File: src/rtl/core/bta_pkg.sv
`timescale 1ns / 1ps
// ----------------------------------------------------------------------------
// bta_pkg
// Shared types and constants of the block table allocator.
// ----------------------------------------------------------------------------
package bta_pkg;

   localparam int MAX_BLOCKS = 64;
   localparam int CNT_W      = $clog2(MAX_BLOCKS + 1);
   localparam int IDX_W      = $clog2(MAX_BLOCKS);
   localparam int ADDR_W     = 32;

   typedef enum logic [1:0] {
      RSP_DONE = 2'd0,
      RSP_FULL = 2'd1,
      RSP_MISS = 2'd2
   } rsp_code_type;

   typedef struct packed {
      logic              kind;
      logic [ADDR_W-1:0] req_size;
      logic [ADDR_W-1:0] req_addr;
   } req_type;

   typedef struct packed {
      logic [ADDR_W-1:0] alloc_addr;
      rsp_code_type      status;
   } rsp_type;

   localparam logic KIND_ALLOC = 1'b0;
   localparam logic KIND_FREE  = 1'b1;

   typedef enum logic [2:0] {
      S_IDLE,
      S_ASCAN,
      S_AWRITE,
      S_FSCAN,
      S_FCOPY
   } state_type;

   typedef enum logic [2:0] {
      OP_NONE,
      OP_LOAD,
      OP_ASCAN,
      OP_AWRITE,
      OP_FSCAN,
      OP_FCOPY
   } dp_op_type;

   typedef struct packed {
      dp_op_type    op;
      logic         respond;
      rsp_code_type code;
   } cmd_type;

   typedef struct packed {
      logic req_free;
      logic req_null;
      logic full;
      logic empty;
      logic ascan_done;
      logic free_hit;
      logic free_miss;
      logic copy_done;
   } dp_status_type;

endpackage

File: src/rtl/core/block_table_allocator.sv
`timescale 1ns / 1ps
// ----------------------------------------------------------------------------
// block_table_allocator
// Allocation table of base/size blocks with first-fit style allocate and free.
// ----------------------------------------------------------------------------
//  channel   ports                    handshake
//  request   start, busy, req_item    beat taken when start high and busy low
//  result    rsp_strobe, rsp_item     one cycle strobe, no back-pressure
//  config    csr_we, csr_wdata        heap_start written when csr_we high
//
//  allocate reads the live entries oldest first (one table read a cycle),
//  then writes the insert; on an empty table it goes straight to the insert.
//  free scans newest first, then makes one copy a cycle to close the gap.
//  refusals, null frees and frees on an empty table are answered without
//  going busy. the result strobe is registered and comes in the cycle after the last busy cycle.
//  synchronous reset empties the table at once, no clearing pass.
// ----------------------------------------------------------------------------
module block_table_allocator
   import bta_pkg::*;
(
   input  logic              clock,
   input  logic              reset,
   input  logic              start,
   output logic              busy,
   input  req_type           req_item,
   input  logic              csr_we,
   input  logic [ADDR_W-1:0] csr_wdata,
   output logic              rsp_strobe,
   output rsp_type           rsp_item
);

   cmd_type       cmd;
   dp_status_type status;

   bta_ctrl u_ctrl (
      .clock  (clock),
      .reset  (reset),
      .start  (start),
      .busy   (busy),
      .status (status),
      .cmd    (cmd)
   );

   bta_datapath u_datapath (
      .clock      (clock),
      .reset      (reset),
      .req_item   (req_item),
      .csr_we     (csr_we),
      .csr_wdata  (csr_wdata),
      .cmd        (cmd),
      .status     (status),
      .rsp_strobe (rsp_strobe),
      .rsp_item   (rsp_item)
   );

endmodule

File: src/rtl/core/bta_ctrl.sv
`timescale 1ns / 1ps
// ----------------------------------------------------------------------------
// bta_ctrl
// Sequencer: decides each request and steps the datapath through its passes.
// ----------------------------------------------------------------------------
module bta_ctrl
   import bta_pkg::*;
(
   input  logic          clock,
   input  logic          reset,
   input  logic          start,
   output logic          busy,
   input  dp_status_type status,
   output cmd_type       cmd
);

   state_type state_ff;
   state_type state_in;

   always_ff @(posedge clock) begin
      if (reset) begin
         state_ff <= S_IDLE;
      end else begin
         state_ff <= state_in;
      end
   end

   always_comb begin
      state_in    = state_ff;
      cmd.op      = OP_NONE;
      cmd.respond = 1'b0;
      cmd.code    = RSP_DONE;
      case (state_ff)
         S_IDLE: begin
            if (start) begin
               if (status.req_free == KIND_ALLOC) begin
                  if (status.full) begin
                     cmd.respond = 1'b1;
                     cmd.code    = RSP_FULL;
                  end else begin
                     cmd.op   = OP_LOAD;
                     state_in = status.empty ? S_AWRITE : S_ASCAN;
                  end
               end else begin
                  if (status.req_null || status.empty) begin
                     cmd.respond = 1'b1;
                     cmd.code    = RSP_MISS;
                  end else begin
                     cmd.op   = OP_LOAD;
                     state_in = S_FSCAN;
                  end
               end
            end
         end
         S_ASCAN: begin
            cmd.op = OP_ASCAN;
            if (status.ascan_done) begin
               state_in = S_AWRITE;
            end
         end
         S_AWRITE: begin
            cmd.op      = OP_AWRITE;
            cmd.respond = 1'b1;
            cmd.code    = RSP_DONE;
            state_in    = S_IDLE;
         end
         S_FSCAN: begin
            cmd.op = OP_FSCAN;
            if (status.free_hit) begin
               state_in = S_FCOPY;
            end else if (status.free_miss) begin
               cmd.respond = 1'b1;
               cmd.code    = RSP_MISS;
               state_in    = S_IDLE;
            end
         end
         S_FCOPY: begin
            cmd.op = OP_FCOPY;
            if (status.copy_done) begin
               cmd.respond = 1'b1;
               cmd.code    = RSP_DONE;
               state_in    = S_IDLE;
            end
         end
         default: begin
            state_in = S_IDLE;
         end
      endcase
   end

   assign busy = (state_ff != S_IDLE);

endmodule

File: src/rtl/core/bta_datapath.sv
`timescale 1ns / 1ps
// ----------------------------------------------------------------------------
// bta_datapath
// Entry table memory, scan pointer, candidate address and result register.
// ----------------------------------------------------------------------------
module bta_datapath
   import bta_pkg::*;
(
   input  logic              clock,
   input  logic              reset,
   input  req_type           req_item,
   input  logic              csr_we,
   input  logic [ADDR_W-1:0] csr_wdata,
   input  cmd_type           cmd,
   output dp_status_type     status,
   output logic              rsp_strobe,
   output rsp_type           rsp_item
);

   // table kept oldest first: physical slot 0 is the oldest entry
   logic [2*ADDR_W-1:0] mem [MAX_BLOCKS];

   logic [ADDR_W-1:0]   heap_ff;
   logic [CNT_W-1:0]    count_ff,  count_in;
   logic [CNT_W-1:0]    ptr_ff,    ptr_in;
   logic [ADDR_W-1:0]   cand_ff,   cand_in;
   logic [ADDR_W-1:0]   size_ff,   size_in;
   logic [ADDR_W-1:0]   addr_ff,   addr_in;
   logic [2*ADDR_W-1:0] rd_data_ff;
   logic                rvalid_ff, rvalid_in;
   logic [IDX_W-1:0]    rd_idx_ff, rd_idx_in;
   logic                last_ff,   last_in;
   logic                strobe_ff, strobe_in;
   rsp_type             rsp_ff,    rsp_in;

   logic                mem_we;
   logic [IDX_W-1:0]    mem_waddr;
   logic [2*ADDR_W-1:0] mem_wdata;
   logic                issue;

   logic [ADDR_W-1:0]   rd_base;
   logic [ADDR_W-1:0]   rd_size;
   logic [ADDR_W:0]     entry_end;
   logic [ADDR_W:0]     cand_end;
   logic                overlap;
   logic                match;

   assign rd_base   = rd_data_ff[2*ADDR_W-1:ADDR_W];
   assign rd_size   = rd_data_ff[ADDR_W-1:0];
   assign entry_end = {1'b0, rd_base} + {1'b0, rd_size};
   assign cand_end  = {1'b0, cand_ff} + {1'b0, size_ff};
   // either base inside the other range, sums one bit wider so they never wrap
   assign overlap   = ((cand_ff >= rd_base) && ({1'b0, cand_ff} < entry_end)) ||
                      ((rd_base >= cand_ff) && ({1'b0, rd_base} < cand_end));
   assign match     = (rd_base == addr_ff);

   always_comb begin
      case (cmd.op)
         OP_ASCAN, OP_FCOPY: issue = (ptr_ff < count_ff);
         OP_FSCAN:           issue = !last_ff;
         default:            issue = 1'b0;
      endcase
   end

   always_comb begin
      status.req_free   = req_item.kind;
      status.req_null   = (req_item.req_addr == '0);
      status.full       = (count_ff >= CNT_W'(MAX_BLOCKS));
      status.empty      = (count_ff == '0);
      status.ascan_done = (ptr_ff == count_ff) && rvalid_ff;
      status.free_hit   = rvalid_ff && match;
      status.free_miss  = rvalid_ff && !match && (rd_idx_ff == '0);
      status.copy_done  = (ptr_ff == count_ff);
   end

   always_comb begin
      count_in  = count_ff;
      ptr_in    = ptr_ff;
      cand_in   = cand_ff;
      size_in   = size_ff;
      addr_in   = addr_ff;
      rvalid_in = issue;
      rd_idx_in = issue ? ptr_ff[IDX_W-1:0] : rd_idx_ff;
      last_in   = last_ff;
      mem_we    = 1'b0;
      mem_waddr = count_ff[IDX_W-1:0];
      mem_wdata = {cand_ff, size_ff};
      case (cmd.op)
         OP_LOAD: begin
            size_in   = req_item.req_size;
            addr_in   = req_item.req_addr;
            cand_in   = heap_ff;
            rvalid_in = 1'b0;
            last_in   = 1'b0;
            ptr_in    = (req_item.kind == KIND_ALLOC) ? '0 : count_ff - CNT_W'(1);
         end
         OP_ASCAN: begin
            if (issue) begin
               ptr_in = ptr_ff + CNT_W'(1);
            end
            if (rvalid_ff && overlap) begin
               cand_in = entry_end[ADDR_W-1:0];
            end
         end
         OP_AWRITE: begin
            mem_we   = 1'b1;
            count_in = count_ff + CNT_W'(1);
         end
         OP_FSCAN: begin
            // newest first, so the first match seen is the one to drop
            if (issue) begin
               ptr_in = ptr_ff - CNT_W'(1);
               if (ptr_ff == '0) begin
                  last_in = 1'b1;
               end
            end
            if (rvalid_ff && match) begin
               ptr_in    = CNT_W'(rd_idx_ff) + CNT_W'(1);
               rvalid_in = 1'b0;
            end
         end
         OP_FCOPY: begin
            // entries above the hole move down one slot
            if (issue) begin
               ptr_in = ptr_ff + CNT_W'(1);
            end
            if (rvalid_ff) begin
               mem_we    = 1'b1;
               mem_waddr = rd_idx_ff - IDX_W'(1);
               mem_wdata = rd_data_ff;
            end
            if (status.copy_done) begin
               count_in = count_ff - CNT_W'(1);
            end
         end
         default: begin
         end
      endcase
   end

   always_comb begin
      strobe_in = cmd.respond;
      rsp_in    = rsp_ff;
      if (cmd.respond) begin
         rsp_in.alloc_addr = (cmd.op == OP_AWRITE) ? cand_ff : '0;
         rsp_in.status     = cmd.code;
      end
   end

   always_ff @(posedge clock) begin
      if (mem_we) begin
         mem[mem_waddr] <= mem_wdata;
      end
      if (issue) begin
         rd_data_ff <= mem[ptr_ff[IDX_W-1:0]];
      end
   end

   always_ff @(posedge clock) begin
      if (reset) begin
         heap_ff   <= '0;
         count_ff  <= '0;
         rvalid_ff <= 1'b0;
         last_ff   <= 1'b0;
         strobe_ff <= 1'b0;
      end else begin
         if (csr_we) begin
            heap_ff <= csr_wdata;
         end
         count_ff  <= count_in;
         rvalid_ff <= rvalid_in;
         last_ff   <= last_in;
         strobe_ff <= strobe_in;
      end
   end

   always_ff @(posedge clock) begin
      ptr_ff    <= ptr_in;
      cand_ff   <= cand_in;
      size_ff   <= size_in;
      addr_ff   <= addr_in;
      rd_idx_ff <= rd_idx_in;
      rsp_ff    <= rsp_in;
   end

   assign rsp_strobe = strobe_ff;
   assign rsp_item   = rsp_ff;

endmodule

File: config.mk
export PLATFORM = sky130hd
export DESIGN_NAME = block_table_allocator
export DESIGN_NICKNAME = d
export VERILOG_FILES = /design/src/rtl/core/bta_pkg.sv /design/src/rtl/core/block_table_allocator.sv /design/src/rtl/core/bta_ctrl.sv /design/src/rtl/core/bta_datapath.sv
export SDC_FILE = /design/constraint.sdc
export NUM_CORES = 2
export LEC_CHECK = 0
export ABC_AREA = 1
export BUFFER_PORTS_ARGS = -buffer_cell sky130_fd_sc_hd__buf_2
export CAP_MARGIN = 30
export CORE_MARGIN = 3
export CORE_UTILIZATION = 25
export DETAILED_ROUTE_END_ITERATION = 8
export GPL_ROUTABILITY_DRIVEN = 0
export PLACE_DENSITY = 0.38
export SYNTH_ARGS = -nofsm -noshare
export SYNTH_HDL_FRONTEND = slang
export SYNTH_SLANG_ARGS = --single-unit
File: constraint.sdc
create_clock -name clock -period 6.31 [get_ports clock]
set_input_delay 0.9465 -clock clock [delete_from_list [all_inputs] [get_ports clock]]
set_output_delay 0.9465 -clock clock [all_outputs]
set_load 0.02 [all_outputs]
==> impl_metrics.ini <==
[worst_setup_path]
data_arrival_at_the_endpoint_of_the_critical_path_ps = 5530
worstPathMaxFanout = 32
crit_path_end_kind = register
worst-endpoint-required_ps = 6990
worstSetupPathType = register to register
critical_path.startpoint_type = register

[detailed_routing]
route.detailed.vias_per_inst = 4.94
route.met2.wl_um = 305000
wirelength_met1_um = 305000
total_routed_length_um = 648000
final_antenna_net_count = 0
route.top_layer_used = met4
route.met3.wl_um = 25400
drt_pre_antenna_iters = 6
post_detailed_route_drc_marker_count = 0
wire_per_inst_um = 28.3
num_vias = 113000
detailedRoute.firstIterationViolations = 11000

[logic_synthesis]
synth.lib_cells_used.distinct = 54
postSynthAreaPerCell_um2 = 13.4
number_of_flops_mapped_to_enable_cells_by_yosys = 4303
synth_fp_nets = 13400
async_flop_share_pct = 0
synth_sequential_area_ratio_pct = 74.2
yosysWarningCount = 0
synth_flop_cell = edfxtp_1
post_synth_instance_area_um2 = 175000
cell_count_after_synthesis = 13100
yosys_register_bits = 4348

[die]
top_level_ports = 137
floorplan.initialDensity_pct = 25.1
core_region_area_um2 = 699000
fp.dieH_um = 844
design.die.area_um2 = 712000
die_width_um = 844
placement_rows = 307

[clocking]
clk_latency_ps = 1050
h-tree-depth = 5
cts_inserted_buffers = 472
tritoncts = yes
clk_transition_reported_paths_ps = 60
clock-root-buffer = clkbuf_16
tritoncts_num_sinks = 4348
cts-root-to-sink-buffers = 4
cts_repair_resize_count = 0

[power_and_ir_drop]
power_density_over_the_cells_nw_per_um2 = 487
internal-power_mw = 59.8
vdd_ir_drop_max_v = 0.000356
share_comb_of_total_power_pct = 37.0
power.share.sequential_pct = 36.2
total_leakage_power_nw = 63.8
power.switching_mw = 40.0
clockPowerShare_pct = 26.8
switching_fraction_pct = 40.1

[timing]
fin_tns_setup_ps = 0
clock.fmax_mhz = 206
worst_pin_slew_ps = 1270
final.min_clock_period_ps = 4850
final_setup_violation_count = 0
worst_hold_slack_ps = 135
grt_setup_unrepaired = no
clock_skews_ps = 61.5
drv_slew = 0
final_min_period_over_clock_period_pct = 76.9
report.final.hold_viol_count = 0
maxSlewHeadroom_pct = 15.3

[layout]
multiInputGateArea_um2 = 41300
layout-drive-gt1-share_pct = 9.84
final_net_count = 13500
syn2layout_area_growth_pct = 16.7
sequential_cell_area_um2 = 130000
final.fill_count = 70700

[global_route]
global_route.usage.total_pct = 17.5
first_global_vias = 110000
grt_pass1_wl_um = 903000
initial_antenna_violation_count = 24
grt_max_degree = 155
overall_overflow_remaining_after_global_route = 0

[run]
max-cap-violations = 0

[run_status]
outcome = complete, no violations

[min_path]
tightest_hold_check_type = input pin to register

[place]
hpwl_um = 344000
total_of_buffers_placed_on_input_and_output_ports = 136
## cell type report
type                       instances  share of cell area [%]
clock inverter                   277                    1.03
clock buffer                     596                    6.09
tap                             9270                    5.66
inverter                         219                   0.432
multi-input combinational       7609                    20.2
antenna                           17                  0.0208
timing repair buffer             609                    3.07
sequential                      4348                    63.5
## Yosys cell counts, types with 12 or more instances
library cell  instances  share of area, %
nor3_1               30             0.086
buf_2               211              0.60
clkbuf_2             12             0.034
o221ai_1            518               2.6
nor4_1               15             0.053
ha_1                171               1.2
o211ai_1            520               2.2
buf_4                39              0.17
buf_6                34              0.22
nand2_1             523               1.1
buf_1                21             0.045
xor2_1               60              0.30
clkbuf_1            617               1.3
nand4_1              29              0.10
nor2_1             2339               5.0
a21oi_1             117              0.33
edfxtp_1           4303                74
o21ai_1              13             0.037
o22ai_1             512               1.8
dfxtp_1              45              0.51
nand3_1             445               1.3
xnor2_1              35              0.17
o21ai_0            2188               6.2
inv_1               210              0.45
## metal layers
layer,track usage (%),vias up
met2,28.8,2562
met3,1.77,711
met5,0,-
met4,3.22,0
li1,-,50300
met1,25.1,59700
## flip-flops by register name, indices dropped and copies added, names as in the netlist
signal,flops
u_datapath.heap_ff,32
u_datapath.count_ff,7
u_datapath.rvalid_ff,1
u_datapath.rsp_item,34
u_datapath.rd_data_ff,64
u_ctrl.state_ff,3
u_datapath.rd_idx_ff,6
u_datapath.last_ff,1
u_datapath.mem,4096
u_datapath.addr_ff,32
u_datapath.rsp_strobe,1
u_datapath.cand_ff,32
u_datapath.size_ff,32
u_datapath.ptr_ff,7
## worst paths after layout
kind	slack, ps	endpoint	depth (start not counted)	from
worst min register to register	510	u_datapath.heap_ff[19]$_SDFFE_PP0P_	2	u_datapath.heap_ff[19]$_SDFFE_PP0P_
worst max register to register	1460	u_datapath.cand_ff[0]$_DFFE_PP_	27	u_datapath.size_ff[0]$_DFFE_PP_
worst min-delay path	130	u_datapath.heap_ff[24]$_SDFFE_PP0P_	3	csr_wdata[24]
worst max-delay path	1460	u_datapath.cand_ff[0]$_DFFE_PP_	27	u_datapath.size_ff[0]$_DFFE_PP_
## logic make-up after synthesis
kind of cell,after synthesis,synth area share [%]
buf+inv,1153,2.86
flops,4348,74.2
simple gates,3410,7.75
xor+xnor,95,0.474
compound gates,3931,13.5
fa+ha+maj,173,1.24
## repair_timing
| item | CTS | global route |
|---|---|---|
| hold buffers | 56 | 0 |
| setup endpoints to repair | 0 | 0 |
| setup buffers | 0 | 0 |
| hold endpoints to repair | 56 | 0 |
## cells in the final DEF, fill, tap and decap left out, drive strengths merged, types with 60 or more instances in the layout
| cell | synthesis | layout |
|---|---|---|
| o22ai | 512 | 512 |
| xor2 | 60 | 60 |
| edfxtp | 4303 | 4303 |
| inv | 215 | 228 |
| o211ai | 520 | 520 |
| a21oi | 123 | 123 |
| clkbuf | 629 | 596 |
| ha | 171 | 171 |
| nand3 | 447 | 447 |
| clkinv | 4 | 235 |
| nand2 | 524 | 524 |
| nor2 | 2341 | 2341 |
| o221ai | 518 | 518 |
| buf | 305 | 553 |
| o21ai | 2203 | 2203 |
## power groups by stage
stage | Clock, mW | Sequential [mW] | Combinational, mW
after detailed placement | 0 | 36.7 | 37.2
after global placement | 0 | 36.7 | 37.4
after CTS | 27.5 | 36.1 | 37.3
final | 26.8 | 36.1 | 36.9
after global routing | 28.6 | 36.2 | 40.3
after floorplan | 0 | 36.8 | 21.3
## stage by stage
stage | util, % | cell area [um2] | instances | power, mW | setup WS (ps)
after global routing | 29.3 | 205000 | 22900 | 105 | 1080
after floorplan | - | 175000 | 13100 | 58.1 | 1580
final | 29.3 | 205000 | 22900 | 99.7 | 1460
after global placement | 27.1 | 189000 | 22000 | 74.1 | 1390
after CTS | 29.3 | 205000 | 22900 | 101 | 1480
after detailed placement | 27.1 | 190000 | 22000 | 73.9 | 1500
## worst max-delay path, stage by stage, from the launching register on
cell,delay (ps)
edfxtp_1,400
ha_1,250
fa_1,400
nand3_1,110
nand3_2,120
a21oi_2,220
o21ai_1,140
a21boi_1,260
inv_1,130
nand2_1,70
nand2_1,80
a21boi_1,270
o21ai_1,90
nand2_1,70
nand2_1,60
ha_1,300
a21oi_1,160
nor2_1,60
a211oi_1,190
nor2_1,80
nor2_1,110
nand2_1,70
nor2_1,100
nand3_1,100
nand2_1,90
nand2_1,50
nand2_1,70
buf_4,430
No activity file was read; power rests on OpenSTA's default activity.
